$ cat config.mk
export PLATFORM = sky130hd
export DESIGN_NAME = oled_text_glyph_streamer
export DESIGN_NICKNAME = d
export VERILOG_FILES = /design/src/rtl/otgs_pkg.sv /design/src/rtl/oled_text_glyph_streamer.sv /design/src/rtl/otgs_serializer.sv
export SDC_FILE = /design/constraint.sdc
export NUM_CORES = 1
export LEC_CHECK = 0
export ABC_CLOCK_PERIOD_IN_PS = 4510
export BUFFER_PORTS_ARGS = -buffer_cell sky130_fd_sc_hd__buf_2
export CORE_MARGIN = 2
export CORE_UTILIZATION = 62
export CTS_CLUSTER_SIZE = 30
export DETAILED_ROUTE_END_ITERATION = 10
export PLACE_DENSITY = 0.82
export RECOVER_POWER = 100
export SETUP_SLACK_MARGIN = 0.5
export SYNTH_ARGS = -nofsm -noshare
export SYNTH_HDL_FRONTEND = slang
export SYNTH_SLANG_ARGS = --single-unit
$ cat constraint.sdc
create_clock -name clk_i -period 4.51 [get_ports clk_i]
set_clock_uncertainty 0.15 [all_clocks]
set_input_delay 0.902 -clock clk_i [delete_from_list [all_inputs] [get_ports clk_i]]
set_output_delay 0.902 -clock clk_i [all_outputs]
set_load 0.01 [all_outputs]
$ cat src/rtl/otgs_pkg.sv
// Shared types, constants and font lookup for the OLED text glyph streamer.
package otgs_pkg;

  // Input beat: one character of a text string.
  typedef struct packed {
    logic       first_of_string;
    logic [6:0] start_column;
    logic [2:0] page_row;
    logic [7:0] char_code;
  } in_t;

  // Output beat: one byte for the panel controller.
  typedef struct packed {
    logic [7:0] out_byte;
    logic       is_command;
    logic       last_of_run;
  } out_t;

  // One shown character, ready to be serialised into nine bytes.
  typedef struct packed {
    logic [2:0] page;
    logic [6:0] column;
    logic [4:0] glyph;
  } run_t;

  localparam logic [7:0] ColLimit   = 8'd122;
  localparam logic [7:0] ColStep    = 8'd6;
  localparam logic [7:0] CmdPage    = 8'hB0;
  localparam logic [7:0] CmdColLow  = 8'h00;
  localparam logic [7:0] CmdColHigh = 8'h10;
  localparam logic [7:0] GapByte    = 8'h00;

  // Byte slots within a character's run.
  localparam logic [3:0] SlotPage   = 4'd0;
  localparam logic [3:0] SlotColLo  = 4'd1;
  localparam logic [3:0] SlotColHi  = 4'd2;
  localparam logic [3:0] SlotGlyph0 = 4'd3;
  localparam logic [3:0] SlotGlyph4 = 4'd7;
  localparam logic [3:0] SlotGap    = 4'd8;

  localparam int unsigned GlyphCount = 30;
  localparam int unsigned GlyphCols  = 5;

  localparam logic [7:0] GlyphRom [GlyphCount][GlyphCols] = '{
    '{8'h00, 8'h00, 8'h00, 8'h00, 8'h00}, // blank
    '{8'h3E, 8'h51, 8'h49, 8'h45, 8'h3E}, // 0
    '{8'h00, 8'h42, 8'h7F, 8'h40, 8'h00}, // 1
    '{8'h42, 8'h61, 8'h51, 8'h49, 8'h46}, // 2
    '{8'h21, 8'h41, 8'h45, 8'h4B, 8'h31}, // 3
    '{8'h18, 8'h14, 8'h12, 8'h7F, 8'h10}, // 4
    '{8'h27, 8'h45, 8'h45, 8'h45, 8'h39}, // 5
    '{8'h3C, 8'h4A, 8'h49, 8'h49, 8'h30}, // 6
    '{8'h01, 8'h71, 8'h09, 8'h05, 8'h03}, // 7
    '{8'h36, 8'h49, 8'h49, 8'h49, 8'h36}, // 8
    '{8'h06, 8'h49, 8'h49, 8'h29, 8'h1E}, // 9
    '{8'h7E, 8'h11, 8'h11, 8'h11, 8'h7E}, // A
    '{8'h3E, 8'h41, 8'h41, 8'h41, 8'h22}, // C
    '{8'h7F, 8'h41, 8'h41, 8'h22, 8'h1C}, // D
    '{8'h7F, 8'h49, 8'h49, 8'h49, 8'h41}, // E
    '{8'h7F, 8'h09, 8'h09, 8'h09, 8'h01}, // F
    '{8'h00, 8'h41, 8'h7F, 8'h41, 8'h00}, // I
    '{8'h7F, 8'h08, 8'h14, 8'h22, 8'h41}, // K
    '{8'h7F, 8'h40, 8'h40, 8'h40, 8'h40}, // L
    '{8'h7F, 8'h02, 8'h0C, 8'h02, 8'h7F}, // M
    '{8'h7F, 8'h04, 8'h08, 8'h10, 8'h7F}, // N
    '{8'h3E, 8'h41, 8'h41, 8'h41, 8'h3E}, // O
    '{8'h3E, 8'h41, 8'h51, 8'h21, 8'h5E}, // Q
    '{8'h7F, 8'h09, 8'h19, 8'h29, 8'h46}, // R
    '{8'h46, 8'h49, 8'h49, 8'h49, 8'h31}, // S
    '{8'h01, 8'h01, 8'h7F, 8'h01, 8'h01}, // T
    '{8'h3F, 8'h40, 8'h40, 8'h40, 8'h3F}, // U
    '{8'h1F, 8'h20, 8'h40, 8'h20, 8'h1F}, // V
    '{8'h07, 8'h08, 8'h70, 8'h08, 8'h07}, // Y
    '{8'h00, 8'h36, 8'h36, 8'h00, 8'h00}  // colon
  };

  // Character code to font row; unknown codes map to the blank glyph.
  function automatic logic [4:0] glyph_index(input logic [7:0] code);
    logic [7:0] digit;
    logic [4:0] idx;
    digit = code - 8'h30;
    case (code) inside
      [8'h30:8'h39]: idx = 5'd1 + digit[4:0];
      8'h41:         idx = 5'd11; // A
      8'h43:         idx = 5'd12; // C
      8'h44:         idx = 5'd13; // D
      8'h45:         idx = 5'd14; // E
      8'h46:         idx = 5'd15; // F
      8'h49:         idx = 5'd16; // I
      8'h4B:         idx = 5'd17; // K
      8'h4C:         idx = 5'd18; // L
      8'h4D:         idx = 5'd19; // M
      8'h4E:         idx = 5'd20; // N
      8'h4F:         idx = 5'd21; // O
      8'h51:         idx = 5'd22; // Q
      8'h52:         idx = 5'd23; // R
      8'h53:         idx = 5'd24; // S
      8'h54:         idx = 5'd25; // T
      8'h55:         idx = 5'd26; // U
      8'h56:         idx = 5'd27; // V
      8'h59:         idx = 5'd28; // Y
      8'h3A:         idx = 5'd29; // colon
      default:       idx = 5'd0;
    endcase
    return idx;
  endfunction

endpackage

$ cat src/rtl/oled_text_glyph_streamer.sv
// Top level: text string to OLED position commands and 5x7 glyph bytes.
// The first output beat of a shown character passes the holding, active-run and output registers.
// Each shown character leaves as nine bytes through the one-byte output register;
// an input beat that shows nothing produces no run.
// A run waits in a one-deep holding register while the previous run drains.
// Reset (rst_ni low, asynchronous) clears column, page, string state and all valids.
module oled_text_glyph_streamer (
  input  logic           clk_i,
  input  logic           rst_ni,
  input  logic           in_valid_i,
  output logic           in_stall_o,
  input  otgs_pkg::in_t  in_data_i,
  output logic           out_valid_o,
  input  logic           out_stall_i,
  output otgs_pkg::out_t out_data_o
);

  // string position state
  logic [7:0] cur_column_q, cur_column_d;
  logic [2:0] cur_page_q, cur_page_d;
  logic       string_active_q, string_active_d;

  // holding register for one decoded character run
  logic           pend_valid_q, pend_valid_d;
  otgs_pkg::run_t pend_q, pend_d;

  logic       in_accept;
  logic       run_take;
  logic       pend_take;
  logic [7:0] col_eff;
  logic [2:0] page_eff;
  logic       active_eff;
  logic       show;

  // A waiting run is only blocking when the serialiser cannot take it now.
  assign in_stall_o = pend_valid_q && !run_take;
  assign in_accept  = in_valid_i && !in_stall_o;
  assign pend_take  = pend_valid_q && run_take;

  // first_of_string reloads the position before the end-of-string check
  assign col_eff    = in_data_i.first_of_string ? {1'b0, in_data_i.start_column}
                                                : cur_column_q;
  assign page_eff   = in_data_i.first_of_string ? in_data_i.page_row : cur_page_q;
  assign active_eff = in_data_i.first_of_string || string_active_q;
  // zero code or a column past the limit ends the string silently
  assign show       = active_eff && (in_data_i.char_code != 8'd0)
                      && (col_eff <= otgs_pkg::ColLimit);

  always_comb begin
    cur_column_d    = cur_column_q;
    cur_page_d      = cur_page_q;
    string_active_d = string_active_q;
    pend_valid_d    = pend_valid_q && !pend_take;
    pend_d          = pend_q;
    if (in_accept) begin
      cur_column_d    = show ? (col_eff + otgs_pkg::ColStep) : col_eff;
      cur_page_d      = page_eff;
      string_active_d = show;
      if (show) begin
        pend_valid_d = 1'b1;
        pend_d.page   = page_eff;
        pend_d.column = col_eff[6:0];
        pend_d.glyph  = otgs_pkg::glyph_index(in_data_i.char_code);
      end
    end
  end

  always_ff @(posedge clk_i or negedge rst_ni) begin
    if (!rst_ni) begin
      cur_column_q    <= 8'd0;
      cur_page_q      <= 3'd0;
      string_active_q <= 1'b0;
      pend_valid_q    <= 1'b0;
    end else begin
      cur_column_q    <= cur_column_d;
      cur_page_q      <= cur_page_d;
      string_active_q <= string_active_d;
      pend_valid_q    <= pend_valid_d;
    end
  end

  always_ff @(posedge clk_i) begin
    pend_q <= pend_d;
  end

  otgs_serializer u_serializer (
    .clk_i       (clk_i),
    .rst_ni      (rst_ni),
    .run_valid_i (pend_valid_q),
    .run_i       (pend_q),
    .run_take_o  (run_take),
    .out_valid_o (out_valid_o),
    .out_stall_i (out_stall_i),
    .out_data_o  (out_data_o)
  );

  // a waiting run is not dropped unless handed on
  assert property (@(posedge clk_i) disable iff (!rst_ni)
    (pend_valid_q && !pend_take) |=> (pend_valid_q && $stable(pend_q)))
    else $error("held run lost or changed");

  // a shown character never leaves the column beyond the limit plus one step
  assert property (@(posedge clk_i) disable iff (!rst_ni)
    (in_accept && show) |=> (cur_column_q <= (otgs_pkg::ColLimit + otgs_pkg::ColStep)))
    else $error("column advanced beyond range");

  // an inactive string only comes alive through a first beat
  assert property (@(posedge clk_i) disable iff (!rst_ni)
    (!string_active_q && !(in_accept && in_data_i.first_of_string)) |=> !string_active_q)
    else $error("string revived without first beat");

endmodule

$ cat src/rtl/otgs_serializer.sv
// Turns one character run into nine output beats through a registered output.
module otgs_serializer (
  input  logic             clk_i,
  input  logic             rst_ni,
  input  logic             run_valid_i,
  input  otgs_pkg::run_t   run_i,
  output logic             run_take_o,
  output logic             out_valid_o,
  input  logic             out_stall_i,
  output otgs_pkg::out_t   out_data_o
);

  logic           act_valid_q, act_valid_d;
  otgs_pkg::run_t act_q, act_d;
  logic [3:0]     slot_q, slot_d;
  logic           out_valid_q, out_valid_d;
  otgs_pkg::out_t out_q, out_d;

  logic           out_load;
  logic           act_free;
  logic [3:0]     col_off;
  otgs_pkg::out_t beat;

  assign out_load = act_valid_q && (!out_valid_q || !out_stall_i);
  assign act_free = !act_valid_q || (out_load && (slot_q == otgs_pkg::SlotGap));
  assign run_take_o = act_free;

  assign col_off = slot_q - otgs_pkg::SlotGlyph0;

  // byte for the current slot
  always_comb begin
    beat = '0;
    case (slot_q) inside
      otgs_pkg::SlotPage: begin
        beat.out_byte   = otgs_pkg::CmdPage | {5'd0, act_q.page};
        beat.is_command = 1'b1;
      end
      otgs_pkg::SlotColLo: begin
        beat.out_byte   = otgs_pkg::CmdColLow | {4'd0, act_q.column[3:0]};
        beat.is_command = 1'b1;
      end
      otgs_pkg::SlotColHi: begin
        beat.out_byte   = otgs_pkg::CmdColHigh | {5'd0, act_q.column[6:4]};
        beat.is_command = 1'b1;
      end
      [otgs_pkg::SlotGlyph0:otgs_pkg::SlotGlyph4]: begin
        beat.out_byte = otgs_pkg::GlyphRom[act_q.glyph][col_off[2:0]];
      end
      default: begin
        beat.out_byte    = otgs_pkg::GapByte;
        beat.last_of_run = 1'b1;
      end
    endcase
  end

  always_comb begin
    act_valid_d = act_valid_q;
    act_d       = act_q;
    slot_d      = slot_q;
    out_valid_d = out_valid_q;
    out_d       = out_q;
    if (out_valid_q && !out_stall_i) begin
      out_valid_d = 1'b0;
    end
    if (out_load) begin
      out_valid_d = 1'b1;
      out_d       = beat;
      slot_d      = slot_q + 4'd1;
    end
    if (act_free) begin
      act_valid_d = run_valid_i;
      act_d       = run_i;
      slot_d      = otgs_pkg::SlotPage;
    end
  end

  always_ff @(posedge clk_i or negedge rst_ni) begin
    if (!rst_ni) begin
      act_valid_q <= 1'b0;
      slot_q      <= otgs_pkg::SlotPage;
      out_valid_q <= 1'b0;
    end else begin
      act_valid_q <= act_valid_d;
      slot_q      <= slot_d;
      out_valid_q <= out_valid_d;
    end
  end

  always_ff @(posedge clk_i) begin
    act_q <= act_d;
    out_q <= out_d;
  end

  assign out_valid_o = out_valid_q;
  assign out_data_o  = out_q;

  // slot never runs past the gap byte
  assert property (@(posedge clk_i) disable iff (!rst_ni)
    act_valid_q |-> (slot_q <= otgs_pkg::SlotGap))
    else $error("slot counter beyond run length");

  // loading the gap slot yields the run's closing beat
  assert property (@(posedge clk_i) disable iff (!rst_ni)
    (out_load && slot_q == otgs_pkg::SlotGap) |=>
      (out_valid_q && out_q.last_of_run && !out_q.is_command))
    else $error("gap slot did not close the run");

  // a command beat is never the last one
  assert property (@(posedge clk_i) disable iff (!rst_ni)
    (out_valid_q && out_q.is_command) |-> !out_q.last_of_run)
    else $error("command beat flagged as last");

endmodule
# Word-level counts from Yosys, hierarchy flattened
# Memory sizes are Yosys's and may differ from the RTL's.
# Cells that the tools add are included.
# word_totals
register_bits,59
mem_bits_ro,1280
in_bits,23
word_cells,124
memories,1
# op_classes
add_sub_neg,5
order_cmp,7
eq_ne,22
n_mux,40
n_bitwise,3
reduce_logical,28
# mem_list
name,words,word_bits,rd,rd_ports_with_merged_regs,wr,line,text
(no name shown),32,40,1,0,0,otgs_serializer.sv:47,beat.out_byte = otgs_pkg::GlyphRom[act_q.glyph][col_off[2:0]];
# op_table
cell,count
"== test 8 x 7 -> 1 bit, second input constant",18
two-way mux 5 bit,20
two-way mux 40 bit,2
two-way mux 8 bit,7
binary-select mux 8 bit (select 3 bit),1
logical AND 1 bit,11
"adder 8 x 3 -> 8 bit, second input constant",1
"== test 8 x 6 -> 1 bit, second input constant",1
"greater-or-equal comparator 8 x 6 -> 1 bit, second input constant",1
"<= comparator 8 x 6 -> 1 bit, second input constant",1
"<= comparator 8 x 7 -> 1 bit, second input constant",1
two-way mux 4 bit,2
nonzero test 8 bit,1
"greater-or-equal comparator 6 bit, second input constant",1
zero test 1 bit,6
two-way mux 1 bit,6
two-way mux 3 bit,2
NOT 5 -> 6 bit,1
"adder 1 x 5 -> 5 bit, first input constant",1
"subtractor 5 bit, second input constant",1
"adder 4 x 1 -> 4 bit, second input constant",1
"== test 4 x 1 -> 1 bit, second input constant",1
"== test 4 x 2 -> 1 bit, second input constant",1
"== test 4 bit, second input constant",1
13 further kinds,16

# Logic depth before layout (Yosys ltp)
# Gate-level depths: netlist of run 1.
# depth
depth_word,21
mapped_depth,10
depth_no_buf,7

# Cells and area by module
# A second synthesis of run 1 with hierarchy kept.
# hier_totals
cells_unflattened,547
area_unflattened_um2,5098.6
# by_module_without_submodules
module,instances,cells_per_inst,area_each_um2,seq_area_each_um2
otgs_serializer,1,348,3133.0,900.9
oled_text_glyph_streamer,1,199,1965.6,775.7

# Worst setup path after synthesis of run 1
# No wires, ideal clock.
# synth_path
path_type,flip-flop to flip-flop
from,reg u_serializer.slot_q[0]
to,reg u_serializer.act_q[0] (netlist bit) (enable)
t_arrival_ns,2.654
required_time_ns,3.947
slack_ns,1.294
stages_incl_launch_ff,8
path_buffers,2
synth_period_minus_slack_ns,3.216
cell_sequence,dfrtp_1 clkbuf_1 inv_1 ha_1 buf_2 inv_1 or3_1 o21ai_0
# synth_via
elab_chain_len,3
# synth_rtl
item,line,text
start: declaration,otgs_serializer.sv:15,"logic [3:0] slot_q, slot_d;"
start signal: assignment,otgs_serializer.sv:80,slot_q <= otgs_pkg::SlotPage;
start signal: assignment,otgs_serializer.sv:84,slot_q <= slot_d;
== test 4 bit,otgs_serializer.sv:25,assign act_free = !act_valid_q || (out_load && (slot_q == otgs_pkg::SlotGap));
logical AND 1 bit,otgs_serializer.sv:25,
logical OR 1 bit,otgs_serializer.sv:25,
net run_take,oled_text_glyph_streamer.sv:28,logic run_take;
end signal: assignment,otgs_serializer.sv:90,act_q <= act_d;
end: declaration,otgs_serializer.sv:14,"otgs_pkg::run_t act_q, act_d;"
# The timed path passes the listed nets, and every way through them passes these cells.
# A chain may end at the register's enable or synchronous reset.

# Worst setup path in the final report of run 1
# layout_path
from,in in_data_i[18] (netlist bit)
to,reg pend_q[0] (netlist bit) (enable)
# layout_via
elab_chain_len,4
word_cells_on_any_way,6
# layout_rtl
item,line,text
start: declaration,oled_text_glyph_streamer.sv:12,"input otgs_pkg::in_t in_data_i,"
two-way mux 8 bit / logical OR 1 bit (equally long branches),"oled_text_glyph_streamer.sv:41, oled_text_glyph_streamer.sv:44",
<= comparator 8 x 7 -> 1 bit / logical AND 1 bit (equally long branches),"oled_text_glyph_streamer.sv:47, oled_text_glyph_streamer.sv:46",
logical AND 1 bit (*),oled_text_glyph_streamer.sv:47,&& (col_eff <= otgs_pkg::ColLimit);
AND reduction 2 bit (no line) (*),--,
end signal: assignment,oled_text_glyph_streamer.sv:83,pend_q <= pend_d;
end: declaration,oled_text_glyph_streamer.sv:25,"otgs_pkg::run_t pend_q, pend_d;"
# Every way passes the cells marked *; elsewhere a longest branch is shown, timed or not.

==> results of run 1 <==
[per-layer routing]
| metal | part of all wire | vias to the layer above |
|---|---|---|
| li1 | - | 2011 |
| met1 | 0.37 | 2006 |
| met2 | 0.47 | 346 |
| met3 | 0.10 | 66 |
| met4 | 0.055 | 0 |
| met5 | 0 | - |
[metrics by stage]
stage | hold WS, ns | utilization | instance area [um2] | cells | power (W)
after global routing | 0.2720 | 0.6868 | 5035 | 640 | 0.002513
after CTS | 0.2718 | 0.6991 | 5125 | 640 | 0.002398
final | 0.2696 | 0.6868 | 5035 | 640 | 0.002377
after global placement | 0.2521 | 0.6718 | 4925 | 624 | 0.001884
after floorplan | 0.2503 | - | 4755 | 520 | 0.001629
after detailed placement | 0.2554 | 0.6718 | 4925 | 624 | 0.001911
[worst max-delay path: cells and delay by family]
kind                   cells  cell delay, ns
buffers and inverters      1            0.64
AND/OR/NAND/NOR            1            0.45
AO/OA/AOI/OAI              2            1.32
multiplexers               1            0.53
[power by group through the flow]
stage	registers, W	logic [W]	clock network (W)
3_5_place_dp	0.000888	0.00102	0
2_1_floorplan	0.000834	0.000796	0
4_1_cts	0.000877	0.00103	0.000486
3_3_place_gp	0.000880	0.00100	0
5_1_grt	0.000896	0.00111	0.000510
6_report	0.000881	0.00101	0.000483
[cells in the final DEF (no fill, tap or decap), drive strengths merged, types with 11 or more instances in the layout]
cell / netlist / final
mux2i: 11 / 11
nand2b: 22 / 22
buf: 18 / 19
ha: 26 / 26
nor2: 38 / 38
clkbuf: 15 / 28
dfrtp: 19 / 19
nand2: 44 / 44
edfxtp: 40 / 40
nor3: 15 / 15
a21oi: 34 / 34
nor2b: 12 / 12
o21ai: 33 / 33
inv: 24 / 26
[registers in the layout (all words and copies together), names as in the netlist]
signal,count
u_serializer.act_valid_q,1
cur_column_q,8
u_serializer.out_valid_o,1
pend_q,15
u_serializer.out_data_o,10
u_serializer.act_q,15
cur_page_q,3
string_active_q,1
pend_valid_q,1
u_serializer.slot_q,4
[cells by family after synthesis]
family | after synthesis | synth area share
flip-flops | 59 | 0.3526
adder cells (fa/ha/maj) | 26 | 0.06842
AND/OR/NAND/NOR | 181 | 0.2034
buffers and inverters | 58 | 0.05500
AO/OA/AOI/OAI | 170 | 0.2569
multiplexers | 21 | 0.05447
XOR/XNOR | 5 | 0.009210
[worst max-delay path by stage]
stage | slack, ns | cells after the start | from | to
after floorplan | 1.29 | 7 | u_serializer.slot_q[0]$_DFFE_PN0P_ | u_serializer.act_q[0]$_DFFE_PP_
after global placement | 1.25 | 5 | u_serializer.slot_q[0]$_DFFE_PN0P_ | in_stall_o
after detailed placement | 1.19 | 5 | u_serializer.slot_q[0]$_DFFE_PN0P_ | in_stall_o
after CTS | 0.83 | 5 | u_serializer.slot_q[0]$_DFFE_PN0P_ | in_stall_o
after global routing | 0.36 | 5 | in_data_i[18] | pend_q[4]$_DFFE_PP_
final | 0.53 | 5 | in_data_i[18] | pend_q[0]$_DFFE_PP_
[layout make-up]
class / count / area [um2] / share of cell area
inverters: 25 / 95.09 / 0.01889
flip-flops and latches: 59 / 1677 / 0.3330
multi-input cells: 403 / 2765 / 0.5492
clock buffers: 9 / 123.9 / 0.02460
repair buffers: 38 / 173.9 / 0.03454
clock inverters: 7 / 76.32 / 0.01516
well taps: 99 / 123.9 / 0.02460
==> key figures, run 1 <==
Outcome
  – Status: finished clean

Setup path
  – Crit path largest cell delay: 1.10 ns
  – Nature of the critical path endpoint: flip-flop
  – Worst-path fanout max: 17
  – Arrival time worst endpoint: 3.85 ns
  – R2R depth: 7
  – Setup crit start kind: primary input
  – RR Endpoint: cur_column_q[2]$_DFFE_PN0P_
  – R2r setup slk: 1.16 ns
  – Crit Path Class: primary input to flip-flop
  – CP Data Required Time: 4.39 ns
  – R2r startpoint: u_serializer.slot_q[0]$_DFFE_PN0P_
  – Worst-path cell chain: clkbuf_1 -> mux2i_1 -> o21ai_0 -> a311oi_1 -> and2_4
  – Slowest-stage cell, CP: a311oi_1

Detailed routing
  – DR WL/cell: 20.22 um
  – Drt first pass iters: 6
  – Vias: 4,429
  – Antenna-violating nets left: 0
  – DRT iter0 DRCs: 571
  – Total Wirelength: 12,940 um
  – Via density: 6.920
  – Residual DRC: 0

Placement
  – Pre-CTS setup slack: 1.192 ns
  – Port buffer count: 34
  – Hpwl dp: 9213 um
  – GP Congestion: 1.002

Final layout
  – Antenna cells: 0
  – Area Overhead vs Synth: 5.895%
  – Fin nets: 585
  – Layout cell share with drive strength beyond 1: 0.09982
  – Fillers: 581

Logic synthesis
  – Top cells by area, synth: edfxtp_1 (25%), dfrtp_1 (10%), ha_1 (6.8%)
  – Cell variety after synth: 81
  – Syn Std Cell Area: 4755 um2
  – Cell count after synthesis: 520
  – Yosys top cell by area: edfxtp_1
  – Ys Warns: 0
  – Avg Inst Size Synth: 9.143 um2
  – Synthesis-stage register bit count: 59
  – Syn Nets: 569
  – Most common cell in the netlist: nand2_1
  – Synth Flop Type: edfxtp_1
  – Area share of the largest cell type after synthesis: 0.2526
  – Post-synthesis sequential area ratio: 0.3526
  – Number of enable flip-flop cells after synthesis: 40
  – Post-synth top cells: nand2_1 (43), edfxtp_1 (40), nor2_1 (38)
  – Post-synth ARST share: 0.3220

Timing
  – Sum Neg Setup Slack: 0 ns
  – RSZ-0062 raised after global routing: false
  – Final Critical Period: 3.976 ns
  – Fin crit share: 0.8817
  – Max Slew Vio Count: 0
  – Worst Max-Slew Pin Slew: 1.274 ns
  – Setup WS post-layout: 0.5337 ns
  – Setup violators final: 0
  – Relative slew slack: 0.1447
  – Final hold viol count: 0
  – Fmax: 251.5 MHz

Floorplan
  – FP Rows: 31
  – Die W: 91.57 um
  – # IOs: 35
  – DIE HEIGHT: 91.57 um
  – Die area: 8385 um2
  – Initial core utilization: 0.6486
  – Core footprint: 7331 um2

Power and ir drop
  – Reg power frac: 0.371
  – Internal power: 0.001386 W
  – Max VDD drop: 0.3589 mV
  – Power per cell area: 472.1 nW/um2
  – Comb pwr share: 0.426
  – Net Switching: 0.0009913 W
  – Net Sw Frac: 0.4171
  – Clock power frac: 0.203
  – Leakage: 1.921 nW

Worst hold path
  – Hold crit path type: flip-flop to flip-flop
  – Worst hold stages: 0
  – Hold endpoint: u_serializer.act_q[13]$_DFFE_PP_
  – Hold_sp: pend_q[13]$_DFFE_PP_

Clocking
  – Worst skew pair latency: 0.34 ns
  – TritonCTS clock tree: yes
  – H-tree depth: 3
  – Clk root buf: clkbuf_8
  – CTS Sinks: 59
  – Clock Path Buffers: 2
  – Post_cts resized: 0
  – Total CTS buffers: 9
  – Clock-pin slew on the worst setup and hold paths: 0.08 ns
  – Postcts setup bufs: 0
  – Hold buffers post-CTS: 0

GRT
  – Largest net degree at the start of global routing: 37
  – First-pass GRT wire length: 20,890 um
  – GRT busiest layer: met2
  – Vias in the first global route: 4,140
  – Met1 GRT Util: 0.3907
  – Met2 Track Usage GR: 0.5270
  – GRT Util Overall: 0.3153
  – Antenna violations before repair: 0
  – GR Layer Usage met3: 0.05726
  – Gr ovfl total: 0

Flow run
  – Max-Cap Viols: 0
(Power assumes the default switching activity.)
==> run 2, diff against run 1 <==
--- a/config.mk
+++ b/config.mk
@@ -8,10 +8,11 @@
 export ABC_CLOCK_PERIOD_IN_PS = 4510
 export BUFFER_PORTS_ARGS = -buffer_cell sky130_fd_sc_hd__buf_2
 export CORE_MARGIN = 2
-export CORE_UTILIZATION = 62
+export CORE_UTILIZATION = 63
+export CTS_BUF_LIST = sky130_fd_sc_hd__clkbuf_4
 export CTS_CLUSTER_SIZE = 30
 export DETAILED_ROUTE_END_ITERATION = 10
-export PLACE_DENSITY = 0.82
+export PLACE_DENSITY = 0.83
 export RECOVER_POWER = 100
 export SETUP_SLACK_MARGIN = 0.5
 export SYNTH_ARGS = -nofsm -noshare
==> key figures, run 2 (synthesis gave the netlist of run 1 again) <==
Outcome
  – Status: finished clean

Power and ir drop
  – Total power: 0.002204 W
  – Leakage: 1.891 nW
  – Internal power: 0.001251 W
  – Clock power frac: 0.140
  – Max VDD drop: 0.3265 mV
  – Net Sw Frac: 0.4324
  – Comb pwr share: 0.474
  – Power per cell area: 444.6 nW/um2
  – Reg power frac: 0.385
  – Net Switching: 0.0009532 W

GRT
  – Gr ovfl total: 0
  – Vias in the first global route: 4,120
  – Largest net degree at the start of global routing: 45
  – GRT Util Overall: 0.3081
  – Antenna violations before repair: 0
  – First-pass GRT wire length: 20,380 um

Setup path
  – Setup crit start kind: primary input
  – Levels on crit path: 5
  – R2r setup slk: 1.50 ns
  – Crit path max-delay family: compound AO/OA/AOI/OAI gates
  – R2R depth: 7
  – RR Endpoint: u_serializer.out_data_o[5]$_SDFFCE_PP0P_
  – CP Data Required Time: 4.45 ns
  – Nature of the critical path endpoint: flip-flop
  – R2r startpoint: u_serializer.act_q[0]$_DFFE_PP_
  – Worst-path cell chain: clkbuf_1 -> mux2i_1 -> o21ai_2 -> a311oi_1 -> and2_4
  – Crit path largest cell delay: 1.00 ns
  – Arrival time worst endpoint: 3.67 ns
  – Crit Path Class: primary input to flip-flop
  – WP buf/inv: 1
  – Slowest-stage cell, CP: a311oi_1
  – Worst-path fanout max: 17

Final layout
  – Fin nets: 586
  – Antenna cells: 0
  – Layout cell share with drive strength beyond 1: 0.1033
  – Commonest non-fill, non-tap cell in the layout: nand2_1
  – Finished Layout Cells: 641
  – Area Overhead vs Synth: 4.263%
  – Most frequent cells in the layout: nand2_1 (43), edfxtp_1 (40), nor2_1 (38)

Timing
  – RSZ-0062 raised after global routing: false
  – Max Slew Vio Count: 0
  – Worst Max-Slew Pin Slew: 1.179 ns
  – Fmax: 268.2 MHz
  – Setup WS post-layout: 0.7818 ns
  – Setup violators final: 0
  – Fin crit share: 0.8267
  – Final Critical Period: 3.728 ns
  – Relative slew slack: 0.2089
  – Sum Neg Setup Slack: 0 ns
  – Final hold viol count: 0

Detailed routing
  – Vias: 4,355
  – Via density: 6.794
  – Metal2 WL: 5757 um
  – DRT iter0 DRCs: 541
  – Metal-1 WL: 4919 um
  – Drt first pass iters: 5
  – Metal3 WL: 1007 um
  – Antenna-violating nets left: 0
  – DR WL/cell: 19.29 um
  – Residual DRC: 0
  – Uppermost routed layer: met4
  – Total Wirelength: 12,370 um

Floorplan
  – Die area: 8258 um2
  – Die W: 90.88 um
  – FP Rows: 31
  – Core footprint: 7292 um2
  – DIE HEIGHT: 90.88 um
  – Initial core utilization: 0.6520
  – # IOs: 35

Placement
  – Hpwl dp: 8936 um
  – Placed Cells incl. Taps: 625
  – Pre-CTS setup slack: 1.388 ns
  – GP Congestion: 1.019
  – Port buffer count: 34

Clocking
  – Clock Path Buffers: 2
  – H-tree depth: 3
  – Worst skew pair latency: 0.40 ns
  – Hold buffers post-CTS: 0
  – CTS Sinks: 59
  – Total CTS buffers: 9
  – Clock-pin slew on the worst setup and hold paths: 0.09 ns
  – TritonCTS clock tree: yes
  – Postcts setup bufs: 0
  – Clk root buf: clkbuf_4
  – Post_cts resized: 0

Worst hold path
  – Hold endpoint: u_serializer.act_q[1]$_DFFE_PP_
  – Worst hold stages: 0
  – Hold_sp: pend_q[1]$_DFFE_PP_
  – Hold crit path type: flip-flop to flip-flop

Flow run
  – Max-Cap Viols: 0
## run 2: cell count changes in the layout (fill, tap and decap cells not counted), moves of 2 or more
cell / previous run / this run
buf_2: 16 / 19
clkbuf_8: 9 / 0
clkinv_1: 0 / 2
clkbuf_1: 19 / 16
inv_6: 2 / 0
clkbuf_4: 0 / 11
## run 2: per-stage QoR
step	util	hold WS, ns	cell area, um2
after floorplan	-	0.2503	4755
final	0.6798	0.2765	4957
after global routing	0.6798	0.2901	4957
after global placement	0.6764	0.2517	4932
after detailed placement	0.6764	0.2545	4932
after CTS	0.6918	0.2709	5045
## run 2: worst register-to-register path, stage by stage, from the launching register on
cell	delay (ns)
edfxtp_1	0.64
inv_1	0.28
ha_1	0.52
nor2b_1	0.29
o22ai_1	0.14
a221oi_1	0.42
a311oi_1	0.14
o31ai_1	0.25
## run 2: area by class of cell
| type | count | area (um2) |
|---|---|---|
| Sequential cell | 59 | 1677 |
| Clock buffer | 11 | 82.58 |
| Timing Repair Buffer | 39 | 185.2 |
| Inverter | 25 | 95.09 |
| Fill cell | 602 | 2335 |
| Clock inverter | 5 | 30.03 |
| Multi-Input combinational cell | 403 | 2764 |
| Tap cell | 99 | 123.9 |
## run 2: worst max path at each step
| stage | start | to | slack (ns) |
|---|---|---|---|
| finish | in_data_i[18] | pend_q[10]$_DFFE_PP_ | 0.78 |
| floorplan | u_serializer.slot_q[0]$_DFFE_PN0P_ | u_serializer.act_q[0]$_DFFE_PP_ | 1.29 |
| CTS | u_serializer.slot_q[0]$_DFFE_PN0P_ | in_stall_o | 1.13 |
| global route | in_data_i[18] | pend_q[10]$_DFFE_PP_ | 0.51 |
| detailed placement | in_data_i[0] | cur_column_q[7]$_DFFE_PN0P_ | 1.39 |
| global placement | in_data_i[0] | cur_column_q[7]$_DFFE_PN0P_ | 1.45 |
## run 2: power by group through the flow
stage,combinational [W],clock (W),sequential [W]
2_1_floorplan,0.000796,0,0.000834
3_3_place_gp,0.00105,0,0.000855
3_5_place_dp,0.00107,0,0.000859
4_1_cts,0.00107,0.000314,0.000848
5_1_grt,0.00115,0.000335,0.000865
6_report,0.00105,0.000310,0.000849
## run 2: metal layers
metal,global-route usage,vias up
li1,-,2022
met1,0.3978,1989
met2,0.4863,280
met3,0.06427,64
met4,0.1679,0
met5,0,-
